==> src/hw/rtl/mte_pkg.sv <==
// types, constants and symbol tables shared by the multi-tap text entry block
`default_nettype none

package mte_pkg;

   localparam int SymbolsPerKey = 4;
   localparam int SpecialCount  = 10;
   localparam int TableCols     = 4;

   localparam logic [4:0] NoKey = 5'd31;

   typedef enum logic [1:0] {
      EVT_NONE    = 2'd0,
      EVT_PREVIEW = 2'd1,
      EVT_CLEAR   = 2'd2,
      EVT_END     = 2'd3
   } event_type;

   typedef enum logic [1:0] {
      REG_TIMEOUT = 2'd0,
      REG_CAPS    = 2'd1,
      REG_CLEAR   = 2'd2,
      REG_SPECIAL = 2'd3
   } reg_index_type;

   localparam logic ActionPress = 1'b0;
   localparam logic ActionTick  = 1'b1;

   typedef struct packed {
      logic        active;
      logic [3:0]  tap;
      logic [4:0]  prev_key;
      logic [7:0]  cur_sym;
      logic        sym_valid;
      logic [15:0] idle;
      logic        caps;
      logic        special;
   } state_type;

   typedef struct packed {
      logic [15:0] timeout_ticks;
      logic [3:0]  caps_key;
      logic [3:0]  clear_key;
      logic [3:0]  special_key;
   } config_type;

   typedef struct packed {
      event_type  kind;
      logic [7:0] symbol;
      logic       has_symbol;
   } result_type;

   // one keypad row, first column in the top byte
   function automatic logic [31:0] key_row(input logic [3:0] key);
      logic [31:0] row;
      case (key)
         4'd0:    row = {" ", "0", "0", "0"};
         4'd1:    row = {"a", "b", "c", "1"};
         4'd2:    row = {"d", "e", "f", "2"};
         4'd3:    row = {"g", "h", "i", "3"};
         4'd4:    row = {"j", "k", "l", "4"};
         4'd5:    row = {"m", "n", "o", "5"};
         4'd6:    row = {"p", "q", "r", "6"};
         4'd7:    row = {"s", "t", "u", "7"};
         4'd8:    row = {"v", "w", "x", "8"};
         4'd9:    row = {"y", "z", ".", "9"};
         default: row = {"0", "0", "0", "0"};
      endcase
      return row;
   endfunction

   function automatic logic [7:0] key_symbol(input logic [3:0] key, input logic [1:0] col,
                                             input logic caps);
      logic [31:0] row;
      logic [7:0]  c;
      row = key_row(key);
      c   = row[8 * (TableCols - 1 - int'(col)) +: 8];
      if (caps && c >= "a" && c <= "z") begin
         c = c - 8'd32;
      end
      return c;
   endfunction

   function automatic logic [7:0] punct_symbol(input logic [3:0] idx);
      logic [7:0] c;
      case (idx)
         4'd0:    c = "!";
         4'd1:    c = "@";
         4'd2:    c = "#";
         4'd3:    c = "$";
         4'd4:    c = "%";
         4'd5:    c = "^";
         4'd6:    c = "&";
         4'd7:    c = "*";
         4'd8:    c = "-";
         default: c = "_";
      endcase
      return c;
   endfunction

endpackage

`default_nettype wire

==> src/hw/rtl/multi_tap_text_entry.sv <==
// top level of the multi-tap keypad text entry block
`default_nettype none

// Multi-tap keypad text entry. Each transfer on the req_ stream is a key press
// (tuser 0, key code in tdata[3:0]) or one timer tick (tuser 1), and gives
// exactly one transfer on the rsp_ stream: a preview symbol, a clear-screen
// request, a session end carrying the last symbol, or nothing. An item is held
// in the input register and is resolved in one pass through the table lookup and
// tap-count logic into the result register, so the block takes one item
// per clock while the response side keeps up. Timeout and function keys are set
// through the csr_ port: 0x0 timeout ticks, 0x4 caps key, 0x8 clear key, 0xC
// special key.

module multi_tap_text_entry (
   input  wire        clock,
   input  wire        reset,
   // request stream
   input  wire        req_tvalid,
   output logic       req_tready,
   input  wire [7:0]  req_tdata,   // [3:0] key_code, [7:4] zero
   input  wire        req_tuser,   // [0] action
   // response stream
   output logic       rsp_tvalid,
   input  wire        rsp_tready,
   output logic [7:0] rsp_tdata,   // [7:0] symbol
   output logic [2:0] rsp_tuser,   // [1:0] event_kind, [2] has_symbol
   // configuration
   input  wire        csr_psel,
   input  wire        csr_penable,
   input  wire        csr_pwrite,
   input  wire [3:0]  csr_paddr,
   input  wire [31:0] csr_pwdata,
   output logic [31:0] csr_prdata,
   output logic       csr_pready
);

   mte_pkg::state_type  state_ff;
   mte_pkg::state_type  state_in;
   mte_pkg::config_type cfg_ff;
   mte_pkg::result_type result_in;
   mte_pkg::result_type result_ff;

   logic       in_valid_ff;
   logic       in_action_ff;
   logic [3:0] in_key_ff;
   logic       out_valid_ff;
   logic       advance;
   logic       cfg_write;
   mte_pkg::reg_index_type reg_sel;

   assign advance    = in_valid_ff && (!out_valid_ff || rsp_tready);
   assign req_tready = !in_valid_ff || advance;

   assign csr_pready = 1'b1;
   assign cfg_write  = csr_psel && csr_penable && csr_pwrite && csr_pready;
   assign reg_sel    = mte_pkg::reg_index_type'(csr_paddr[3:2]);

   mte_step u_step (
      .state_cur (state_ff),
      .cfg       (cfg_ff),
      .action    (in_action_ff),
      .key_code  (in_key_ff),
      .state_nxt (state_in),
      .result    (result_in)
   );

   // input register
   always_ff @(posedge clock) begin
      if (reset) begin
         in_valid_ff <= 1'b0;
      end else if (req_tready) begin
         in_valid_ff <= req_tvalid;
      end
      if (req_tvalid && req_tready) begin
         in_action_ff <= req_tuser;
         in_key_ff    <= req_tdata[3:0];
      end
   end

   // session state
   always_ff @(posedge clock) begin
      if (reset) begin
         state_ff <= '{active: 1'b0, tap: 4'd0, prev_key: mte_pkg::NoKey, cur_sym: 8'd0,
                       sym_valid: 1'b0, idle: 16'd0, caps: 1'b0, special: 1'b0};
      end else if (advance) begin
         state_ff <= state_in;
      end
   end

   // result register
   always_ff @(posedge clock) begin
      if (reset) begin
         out_valid_ff <= 1'b0;
      end else if (advance) begin
         out_valid_ff <= 1'b1;
      end else if (rsp_tready) begin
         out_valid_ff <= 1'b0;
      end
      if (advance) begin
         result_ff <= result_in;
      end
   end

   assign rsp_tvalid = out_valid_ff;
   assign rsp_tdata  = result_ff.symbol;
   assign rsp_tuser  = {result_ff.has_symbol, result_ff.kind};

   // configuration registers
   always_ff @(posedge clock) begin
      if (reset) begin
         cfg_ff <= '{timeout_ticks: 16'd100, caps_key: 4'd12, clear_key: 4'd10,
                     special_key: 4'd11};
      end else if (cfg_write) begin
         unique case (reg_sel)
            mte_pkg::REG_TIMEOUT: cfg_ff.timeout_ticks <= csr_pwdata[15:0];
            mte_pkg::REG_CAPS:    cfg_ff.caps_key      <= csr_pwdata[3:0];
            mte_pkg::REG_CLEAR:   cfg_ff.clear_key     <= csr_pwdata[3:0];
            mte_pkg::REG_SPECIAL: cfg_ff.special_key   <= csr_pwdata[3:0];
            default: ;
         endcase
      end
   end

   always_comb begin
      unique case (reg_sel)
         mte_pkg::REG_TIMEOUT: csr_prdata = {16'd0, cfg_ff.timeout_ticks};
         mte_pkg::REG_CAPS:    csr_prdata = {28'd0, cfg_ff.caps_key};
         mte_pkg::REG_CLEAR:   csr_prdata = {28'd0, cfg_ff.clear_key};
         mte_pkg::REG_SPECIAL: csr_prdata = {28'd0, cfg_ff.special_key};
         default:              csr_prdata = 32'd0;
      endcase
   end

endmodule

`default_nettype wire

==> src/hw/rtl/mte_step.sv <==
// next-state and result logic for one key press or timer tick
`default_nettype none

module mte_step (
   input  wire mte_pkg::state_type  state_cur,
   input  wire mte_pkg::config_type cfg,
   input  wire                      action,
   input  wire [3:0]                key_code,
   output mte_pkg::state_type       state_nxt,
   output mte_pkg::result_type      result
);

   logic [15:0]        idle_inc;
   mte_pkg::state_type work;
   logic               is_caps;
   logic               is_clear;
   logic               is_special;
   logic [1:0]         col;
   logic [3:0]         pidx;
   logic [7:0]         sym;

   assign idle_inc   = (state_cur.idle != 16'hFFFF) ? state_cur.idle + 16'd1 : state_cur.idle;
   assign is_caps    = (key_code == cfg.caps_key);
   assign is_clear   = (key_code == cfg.clear_key);
   assign is_special = (key_code == cfg.special_key);

   always_comb begin
      work       = state_cur;
      state_nxt  = state_cur;
      result     = '{kind: mte_pkg::EVT_NONE, symbol: 8'd0, has_symbol: 1'b0};
      col        = 2'd0;
      pidx       = 4'd0;
      sym        = 8'd0;

      if (action == mte_pkg::ActionTick) begin
         if (state_cur.active) begin
            if (idle_inc >= cfg.timeout_ticks) begin
               result.kind       = mte_pkg::EVT_END;
               result.has_symbol = state_cur.sym_valid;
               result.symbol     = state_cur.sym_valid ? state_cur.cur_sym : 8'd0;
               state_nxt.active    = 1'b0;
               state_nxt.tap       = 4'd0;
               state_nxt.prev_key  = mte_pkg::NoKey;
               state_nxt.idle      = 16'd0;
               state_nxt.sym_valid = 1'b0;
            end else begin
               state_nxt.idle = idle_inc;
            end
         end
      end else begin
         // open a session or work out where the tap count restarts
         if (!state_cur.active) begin
            work.active    = 1'b1;
            work.tap       = 4'd0;
            work.prev_key  = mte_pkg::NoKey;
            work.sym_valid = 1'b0;
            work.idle      = 16'd0;
         end else if (state_cur.special) begin
            if (state_cur.tap >= 4'(mte_pkg::SpecialCount)) begin
               work.tap = 4'd0;
            end
         end else if ({1'b0, key_code} != state_cur.prev_key
                      || state_cur.tap >= 4'(mte_pkg::SymbolsPerKey)
                      || state_cur.tap == 4'(mte_pkg::SpecialCount)) begin
            work.tap = 4'd0;
         end

         if (is_caps || is_clear || is_special) begin
            result.kind       = (!is_caps && is_clear) ? mte_pkg::EVT_CLEAR : mte_pkg::EVT_END;
            result.has_symbol = work.sym_valid;
            result.symbol     = work.sym_valid ? work.cur_sym : 8'd0;
            state_nxt           = work;
            state_nxt.active    = 1'b0;
            state_nxt.tap       = 4'd0;
            state_nxt.prev_key  = mte_pkg::NoKey;
            state_nxt.idle      = 16'd0;
            state_nxt.sym_valid = 1'b0;
            if (is_caps) begin
               state_nxt.caps    = ~state_cur.caps;
               state_nxt.special = 1'b0;
            end else if (!is_clear) begin
               state_nxt.special = ~state_cur.special;
            end
         end else begin
            state_nxt = work;
            if (state_cur.special) begin
               if (key_code == 4'd1) begin
                  pidx = (work.tap < 4'(mte_pkg::SpecialCount))
                         ? work.tap : 4'(mte_pkg::SpecialCount - 1);
                  sym  = mte_pkg::punct_symbol(pidx);
                  state_nxt.cur_sym   = sym;
                  state_nxt.sym_valid = 1'b1;
                  result = '{kind: mte_pkg::EVT_PREVIEW, symbol: sym, has_symbol: 1'b1};
               end
            end else begin
               col = (work.tap < 4'(mte_pkg::TableCols))
                     ? work.tap[1:0] : 2'(mte_pkg::TableCols - 1);
               sym = mte_pkg::key_symbol(key_code, col, state_cur.caps);
               state_nxt.cur_sym   = sym;
               state_nxt.sym_valid = 1'b1;
               result = '{kind: mte_pkg::EVT_PREVIEW, symbol: sym, has_symbol: 1'b1};
            end
            state_nxt.idle     = 16'd0;
            state_nxt.prev_key = {1'b0, key_code};
            state_nxt.tap      = work.tap + 4'd1;
         end
      end
   end

endmodule

`default_nettype wire

==> config.mk <==
export PLATFORM = sky130hd
export DESIGN_NAME = multi_tap_text_entry
export DESIGN_NICKNAME = d
export VERILOG_FILES = /design/src/hw/rtl/mte_pkg.sv /design/src/hw/rtl/multi_tap_text_entry.sv /design/src/hw/rtl/mte_step.sv
export SDC_FILE = /design/constraint.sdc
export NUM_CORES = 1
export LEC_CHECK = 0
export ABC_AREA = 1
export BUFFER_PORTS_ARGS = -buffer_cell sky130_fd_sc_hd__buf_4
export CORE_ASPECT_RATIO = 1.5
export CORE_MARGIN = 1
export CORE_UTILIZATION = 60
export CTS_CLUSTER_SIZE = 16
export DETAILED_ROUTE_END_ITERATION = 6
export PLACE_DENSITY = 0.85
export SLEW_MARGIN = 20
export SYNTH_ARGS = -nofsm -noshare
export SYNTH_HDL_FRONTEND = slang
export SYNTH_SLANG_ARGS = --single-unit
export TNS_END_PERCENT = 50
==> constraint.sdc <==
create_clock -name clock -period 5.3 [get_ports clock]
set_input_delay 1.06 -clock clock [delete_from_list [all_inputs] [get_ports clock]]
set_output_delay 1.06 -clock clock [all_outputs]
set_load 0.01 [all_outputs]
==> metrics.txt, run 1 <==
status=completed; DP HPWL=9960 um; setup violators final=0; RSZ-0062 raised after global routing=false; first-pass GRT wire length=around 23000 um; Yosys reg bits=about 100; P_sw=0.000439 W; internal power=approximately 0.0012 W; top cell type's share of synthesized area=0.302; Vias/cell=5.62; sw frac=0.260; Die Y=121 um; synthesized cell area=0.00569 mm2; Clock Latency Late Sink=roughly 0.35 ns; YS warnings=0; Hold Crit Class=flop to flop; placer congestion estimate=0.938; Clock Tree Buf Depth=2; die area=0.00989 mm2; Non-Filler Instances=947; data required time of the worst path=~5.5 ns; clock slew at reported path FFs=0.07 ns; met3 wire length=619 um; Final ANT Viol Nets=0; dominant cell type by area after synthesis=dfxtp_1; setup TNS=0 ns; # IOs=98; max_slew headroom=0.277; CP startpoint kind=flop; CP Capture Type=flop; largest net degree at the start of global routing=41; final period utilization=0.742; data arrival time of the critical path=between 4 and 5 ns; Synth area leaders=dfxtp_1, nand2_1, edfxtp_1; Final #Nets=between 900 and 1000; drt wl/cell=14.3 um; syn_area_per_cell=a little over 7 um2; Seq pwr share=0.503; Fmax=0.254 GHz; layout cells sized above 1=0.133; Post-CTS Hold Fix Bufs=0; crit-path cells=ha_1, inv_1, or4_1, nor4_1, inv_1, nand2_1, ha_1, a21oi_1, o21ai_0, a21oi_1, nand3_1, o21ai_0, buf_4, clkinv_1, o21ai_0, nor2_1; Post-synth EDFFs=16; drt first pass iters=5; # resized after CTS=0; WS Path Type=flop to flop; Pleak=around 2.9 nW; PwrDens=265 mW/mm2; initial core utilization=0.615; setup ws final=1.37 ns; Die W=81.5 um; slowest cell on the critical path=or4_1; GRT overflow=0; most frequent CP cell=o21ai_0; maximum vdd ir drop=0.000219 V; total power=0.00169 W; combinational group share of total power=0.123; commonest cells in the netlist=nand2_1, inv_1, dfxtp_1, nor2_1, o21ai_0; CTS Buf Count=9; total wire length=13500 um; clk_skew=0.0100 ns; Vias=5320; drt initial violations=~460; CP peak stage delay=approximately 0.56 ns; met1 WL=5160 um; most frequent cell after synthesis=nand2_1; CTS Sinks=102; Synth-to-Final Area Change=11.8%; Gate Count Post-Synth=782; Async SR Flop Fraction=0; antenna violations before repair=0; CTS Root Cell=clkbuf_16; TritonCTS clock tree=done; row cnt=43; post-CTS setup buffer count=0; sequential-to-total area share from yosys stat=0.387; vias in the first global route=just over 5000; number of library cell types mapped by synthesis=45; Top FF cell, synth=dfxtp_1; Core Area=0.00925 mm2; met2 wire length=7260 um; Hold Fails Final Rpt=0; drt drc=0; Post-Place Cells=931; Slew @ Worst Pin=1.08 ns; clock share of power=0.374; H-tree depth=3; Tot GR Track Use=0.294; pre-CTS setup slack=approximately 1.2 ns; Top Layer Used=met4; Final min period=roughly 3.9 ns; Max Slew Vio Count=0; max_cap viols=0; PortBufs=58; Antenna Cells=0; Finished Core Util=0.688; crit path max fanout=11
metal layers:
| layer | track usage | vias up |
|---|---|---|
| met3 | 0.0519 | 46 |
| met1 | 0.309 | 2458 |
| met2 | 0.532 | 196 |
| met4 | 0.164 | 0 |
| met5 | 0 | - |
| li1 | - | 2620 |
worst max-delay path, delay by kind of cell, from the launching register on:
| kind | cells | cell delay (ns) |
|---|---|---|
| adders and majority gates | 2 | 0.51 |
| and+or+nand+nor | 5 | 1.34 |
| DFF | 1 | 0.40 |
| buffers and inverters | 4 | 0.68 |
| AOI/OAI and AO/OA | 5 | 0.88 |
kinds of logic (layout without fill, tap and decap cells):
family	after synthesis	count (layout)	share of synthesized area
buffers and inverters	141	178	0.117
XOR/XNOR	20	20	0.0308
AND/OR/NAND/NOR	335	335	0.258
other	2	18	0.00132
flip-flops	102	102	0.387
adder cells (fa/ha/maj)	25	25	0.0550
AO/OA/AOI/OAI	157	157	0.151
worst paths after layout:
kind / cells past startpoint / from / slack (ns) / to
hold / removal: 2 / state_ff[31] / 0.48 / state_ff[31]
setup / recovery: 16 / state_ff[2] / 1.37 / state_ff[33]
hold reg to reg: 2 / state_ff[31] / 0.48 / state_ff[31]
setup reg to reg: 16 / state_ff[2] / 1.37 / state_ff[33]
layout make-up:
type,instances,area (um2)
clock buffers,12,258
clock inverters,4,26.3
fillers,801,2890
inverters,100,388
multi-input cells,555,2890
flip-flops and latches,102,2200
well taps,112,140
repair buffers,62,465
cells in the final DEF, fill, tap and decap left out, types with 4 or more instances in the layout:
cell         n
xor2_1      12
o21ai_1      8
inv_1       88
nor2_1      71
conb_1      18
a21oi_1     61
nand4_1      8
nor3_1       4
nand2_1    169
xnor2_1      8
ha_1        25
o21ai_0     62
inv_4        4
dfxtp_1     86
nand3_2      4
nand3_1     53
clkbuf_16   10
o211ai_1     8
nor4_1       4
inv_2        5
edfxtp_1    16
buf_4       62
clkinv_1     4
nand2_2      8
nor2_2       6
power by group through the flow:
stage	Clock, W	Combinational (W)	Sequential (W)
2_1_floorplan	0	0.000153	0.000858
3_3_place_gp	0	0.000196	0.000864
3_5_place_dp	0	0.000205	0.000866
4_1_cts	0.000639	0.000206	0.000848
5_1_grt	0.000674	0.000235	0.000853
6_report	0.000632	0.000208	0.000849
per-stage QoR:
| stage | area (um2) | hold slack [ns] |
|---|---|---|
| 2_1_floorplan | 5750 | 0.443 |
| 5_1_grt | 6360 | 0.500 |
| 3_3_place_gp | 6080 | 0.459 |
| 3_5_place_dp | 6080 | 0.461 |
| 6_report | 6360 | 0.482 |
| 4_1_cts | 6360 | 0.483 |
Note: power is estimated with default switching activity, not from simulation.
==> run 2, diff against run 1 <==
Settings changed: ABC_AREA 1 to 0, CORE_UTILIZATION 60 to 51, PLACE_DENSITY 0.85 to 0.76.
Clock period 5.3 ns to 3.6 ns, I/O delays scaled along.
==> run 2 against run 1 <==
Sequential power rose by 46%. Fmax rose by 15%. Critical path depth fell by 2. Critical endpoint is now state_ff[2]. Largest cell class unchanged.
==> metrics.txt, run 2 <==
status=completed; YS warnings=0; largest net degree at the start of global routing=67; Core Area=between 0.01 and 0.015 mm2; PortBufs=58; Clock Latency Late Sink=~0.34 ns; TritonCTS clock tree=done; most frequent cell after synthesis=dfxtp_1; R2R Path End=state_ff[2]; clk_skew=0.00954 ns; Final ANT Viol Nets=0; Max Slew Vio Count=0; CTS Sinks=102; Post-synth EDFFs=16; slowest cell on the critical path=or4_1; Pleak=approximately 2.8 nW; Post-CTS Hold Fix Bufs=0; CTS Buf Count=9; max_cap viols=0; Die W=89.8 um; Clock Tree Buf Depth=2; die area=0.0120 mm2; r2r setup slk=approximately 0.19 ns; H-tree depth=3; Synth-to-Final Area Change=14.3%; Tot GR Track Use=0.229; drt initial violations=331; crit-path cells=nand4_1, nor3_2, nand2_1, buf_4, xnor2_1, ha_1, nand2b_1, a21o_1, a21oi_1, o21ai_0, a21oi_1, o211ai_1, or4_1, a31oi_1; Yosys reg bits=102; footprint of the multi-input gates=0.00329 mm2; layout cells sized above 1=0.183; Die Y=approximately 130 um; Hold Crit Class=flop to flop; total wire length=between 10000 and 15000 um; RSZ-0062 raised after global routing=false; GRT overflow=0; vias in the first global route=4917; Vias=between 5000 and 6000; drt wl/cell=15.3 um; max_slew headroom=0.471; Crit Reg-Reg Startpoint=state_ff[9]; most frequent CP cell=a21oi_1; Hold Fails Final Rpt=0; final period utilization=0.948; syn_area_per_cell=8.60 um2; initial core utilization=0.528; Final #Nets=around 800; crit-path leading delay family=simple AND/OR/NAND/NOR gates; stages on the worst setup path=14; crit path max fanout=5; Slew @ Worst Pin=0.791 ns; sequential-to-total area share from yosys stat=0.373; number of library cell types mapped by synthesis=80; clock slew at reported path FFs=around 0.07 ns; antenna violations before repair=0; CTS Root Cell=clkbuf_16; Fmax=0.293 GHz; drt first pass iters=5; synthesized cell area=0.00590 mm2; first-pass GRT wire length=between 20000 and 25000 um; Synth area leaders=dfxtp_1, edfxtp_1, nand2_1; most frequent cells in the layout=dfxtp_1, nand2_1, buf_4; CP peak stage delay=between 0.5 and 0.6 ns; row cnt=47; commonest cells in the netlist=dfxtp_1, nand2_1, a21oi_1, nor2_1, o21ai_0; Reg2Reg Depth=14; Final min period=3.41 ns; most common cell after layout, fill and taps aside=dfxtp_1; top cell type's share of synthesized area=0.292; fillcell total=983; Top FF cell, synth=dfxtp_1; data arrival time of the critical path=around 3.7 ns; dominant cell type by area after synthesis=dfxtp_1; Async SR Flop Fraction=0; Finished Core Util=0.603; Vias/cell=5.72; WS Path Type=flop to flop; WHS=0.453 ns; CP startpoint kind=flop; placer congestion estimate=0.870; Gate Count Post-Synth=686; CP Capture Type=flop; Crit path buffers/inverters=1; Storage cell area=approximately 0.0022 mm2; drt drc=0; PwrDens=386 mW/mm2; maximum vdd ir drop=0.000216 V; setup violators final=0; data required time of the worst path=3.87 ns; # IOs=98; Antenna Cells=0; DP Area=around 0.0064 mm2; fin area=0.00674 mm2; launch point of the critical path=state_ff[9]; DP HPWL=10100 um; CP endpoint=state_ff[2]
## run 2: cell type report
type	count	area share
multi-input combinational	514	0.487
sequential	102	0.327
timing repair buffer	80	0.0891
clock buffer	13	0.0451
tap	147	0.0273
inverter	31	0.0180
clock inverter	3	0.00649
## run 2: metrics by stage
stage | setup slack, ns | cells | setup TNS, ns | total power [W]
final | 0.187 | 890 | 0 | 0.00260
after global routing | 0.00108 | 890 | 0 | 0.00270
after floorplan | 0.0794 | 702 | 0 | 0.00146
after CTS | 0.0830 | 889 | 0 | 0.00262
after global placement | 0.0165 | 873 | 0 | 0.00153
after detailed placement | -0.0178 | 873 | -0.0337 | 0.00154
## run 2: worst min path at each step
stage                  from      endpoint  slack [ns]  cells after the start
2_1_floorplan    cfg_ff[16]    cfg_ff[16]        0.44                      2
3_3_place_gp   state_ff[19]  state_ff[19]        0.44                      2
3_5_place_dp     cfg_ff[21]    cfg_ff[21]        0.45                      2
4_1_cts          cfg_ff[21]    cfg_ff[21]        0.46                      2
5_1_grt          cfg_ff[16]    cfg_ff[16]        0.48                      2
6_report         cfg_ff[20]    cfg_ff[20]        0.45                      2
## run 2: worst reg2reg max path, cell delays in order, from the launching register on
cell      delay [ns]
dfxtp_1         0.38
nand4_1         0.23
nor3_2          0.28
nand2_1         0.13
buf_4           0.17
xnor2_1         0.18
ha_1            0.25
nand2b_1        0.14
a21o_1          0.18
a21oi_1         0.14
o21ai_0         0.11
a21oi_1         0.24
o211ai_1        0.22
or4_1           0.52
a31oi_1         0.17
## run 2: repair_timing
item                                    4_1_cts  5_1_grt
hold endpoints to repair                      0        0
buffers inserted                              0        1
endpoints found under the setup margin        3        3
resized for setup                             1        3
pin swaps                                     0        3
## run 2: report_power, final
| part | switching [W] | internal (W) | total [W] |
|---|---|---|---|
| Sequential | 0.0000283 | 0.00121 | 0.00124 |
| Clock | 0.000420 | 0.000666 | 0.00109 |
| Combinational | 0.000164 | 0.000116 | 0.000280 |
## run 2: cell families (layout without fill, tap and decap cells)
kind of cell | Yosys count | count (layout) | synth area share
AND/OR/NAND/NOR | 257 | 257 | 0.218
AO/OA/AOI/OAI | 167 | 167 | 0.188
flip-flops | 102 | 102 | 0.373
buffers and inverters | 86 | 127 | 0.0828
XOR/XNOR | 27 | 27 | 0.0401
adder cells (fa/ha/maj) | 25 | 25 | 0.0530
multiplexers | 20 | 20 | 0.0437
other | 2 | 18 | 0.00127
## run 2: routing by layer
metal	routed length [um]	global-route usage
met1	5230	0.241
met2	7480	0.433
met3	401	0.0314
met4	522	0.126
met5	0	0
==> run 3, diff against run 2 <==
Settings changed: CELL_PAD_IN_SITES_DETAIL_PLACEMENT from default to 0, CELL_PAD_IN_SITES_GLOBAL_PLACEMENT from default to 2, CORE_UTILIZATION 51 to 31, PLACE_DENSITY 0.76 to default, PLACE_DENSITY_LB_ADDON from default to 0.1, TNS_END_PERCENT 50 to 1.
==> run 3 against run 2 <==
Routed wire length grew 19%. Design area is 3.5% higher. Combinational power increased by 4%. Fmax rose by 0.98%. Global-route usage shrank 5.0 points. Register-to-register slack better by 0.03 ns. Flip-flop and latch count is the same. Largest power group unchanged.
==> metrics.txt, run 3 (same netlist as run 2, synthesis figures left out) <==
drt first pass iters=4; drt wl/cell=approximately 16 um; Clock Latency Late Sink=about 0.35 ns; setup violators final=0; max_slew headroom=0.430; DP HPWL=12400 um; first-pass GRT wire length=26800 um; # IOs=98; Final ANT Viol Nets=0; H-tree depth=3; slowest cell on the critical path=or4_1; Vias=5018; Final #Nets=831; CTS Sinks=102; CTS Buf Count=9; CP startpoint kind=flop; clock slew at reported path FFs=0.08 ns; Tot GR Track Use=0.178; Final min period=3.38 ns; Post-Place Cells=993; Die W=115 um; status=completed; antenna violations before repair=0; Synth-to-Final Area Change=18.3%; total wire length=16300 um; Hold Fails Final Rpt=0; most common cell after layout, fill and taps aside=buf_4; drt initial violations=around 200; layout cells sized above 1=0.208; total power=0.00257 W; data arrival time of the critical path=between 3 and 4 ns; Max Slew Vio Count=0; Fmax=0.296 GHz; drt drc=0; TritonCTS clock tree=done; placer congestion estimate=0.832; PortBufs=58; WS Path Type=flop to flop; data required time of the worst path=about 3.9 ns; final period utilization=0.939; initial core utilization=0.318; RSZ-0062 raised after global routing=true; most frequent cells in the layout=buf_4, dfxtp_1, nand2_1; CTS Root Cell=clkbuf_16; die area=0.0196 mm2; vias in the first global route=5202; Antenna Cells=0; CP Capture Type=flop; maximum vdd ir drop=0.000184 V; max_cap viols=0; CP peak stage delay=about 0.57 ns; Pleak=2.81 nW; Core Area=0.0185 mm2; PwrDens=368 mW/mm2; Hold Crit Class=flop to flop; Non-Filler Instances=slightly above 1000; Slew @ Worst Pin=about 0.85 ns; Vias/cell=4.96; Post-CTS Hold Fix Bufs=0; row cnt=61; crit-path cells=and3_1, and3_1, nand2_2, nand4_1, xnor2_1, buf_4, ha_1, a21o_1, a21o_1, a21oi_2, nor2_1, a211oi_2, buf_4, o211ai_1, or4_1, a31oi_1; crit path max fanout=4; Die Y=171 um; GRT overflow=0; Clock Tree Buf Depth=2; largest net degree at the start of global routing=67; clk_skew=0.0111 ns
[run 3: changes by cell type in the layout (fill, tap and decap cells not counted), moves of 2 or more]
cell,before,now
buf_4,80,96
clkbuf_16,12,10
dfxtp_1,86,84
dfxtp_2,0,2
nand2_1,85,83
nand2_2,0,2
nor2_1,54,52
[run 3: area by class of cell]
| class | instances | area [um2] |
|---|---|---|
| clock inverter | 4 | 55.1 |
| clock buffer | 12 | 258 |
| fill | 1973 | 11600 |
| sequential | 102 | 2200 |
| tap | 252 | 315 |
| multi-input combinational | 514 | 3300 |
| inverter | 31 | 121 |
| timing repair buffer | 96 | 721 |
[run 3: worst paths after layout]
kind                     start          end  slack, ns  depth (start not counted)
setup / recovery  state_ff[14]  state_ff[6]       0.22                         16
hold / removal      cfg_ff[21]   cfg_ff[21]       0.46                          2
setup reg to reg  state_ff[14]  state_ff[6]       0.22                         16
hold reg to reg     cfg_ff[21]   cfg_ff[21]       0.46                          2
[run 3: stage by stage]
stage	cell area [um2]	hold WS, ns	setup TNS, ns	worst slack [ns]	utilization
floorplan	5960	0.436	0	0.0794	-
global placement	6620	0.445	-0.0539	-0.0218	0.357
detailed placement	6620	0.446	-0.110	-0.0415	0.357
CTS	6930	0.457	0	0.00588	0.374
global route	6980	0.491	-0.0141	-0.0141	0.376
finish	6980	0.456	0	0.220	0.376
[run 3: worst max-delay path: cells and delay by family (launching register included)]
kind | cells | cell delay [ns]
and+or+nand+nor | 6 | 1.25
AOI/OAI and AO/OA | 6 | 0.99
DFF | 1 | 0.34
buffers and inverters | 2 | 0.29
adders and majority gates | 1 | 0.28
xor gates and xnor gates | 1 | 0.15
[run 3: timing repair]
action,4_1_cts,5_1_grt
pin swaps,0,6
setup buffers,0,2
endpoints found under the hold margin,0,0
endpoints found under the setup margin,3,17
gates resized for setup,1,10
gates cloned,0,0
[run 3: where the power goes]
part           leakage [nW]  switching [W]  internal (W)
registers             0.855      0.0000288       0.00121
logic                  1.80       0.000171      0.000119
clock network         0.148       0.000454      0.000585
total                  2.81       0.000654       0.00191
[run 3: per-layer routing]
metal / GRT usage / wire length, um / up-vias
met3: 0.0269 / 257 / 23
met1: 0.188 / 6590 / 2409
met4: 0.0751 / 482 / 0
li1: - / - / 2535
met2: 0.345 / 8950 / 51
met5: 0 / 0 / -
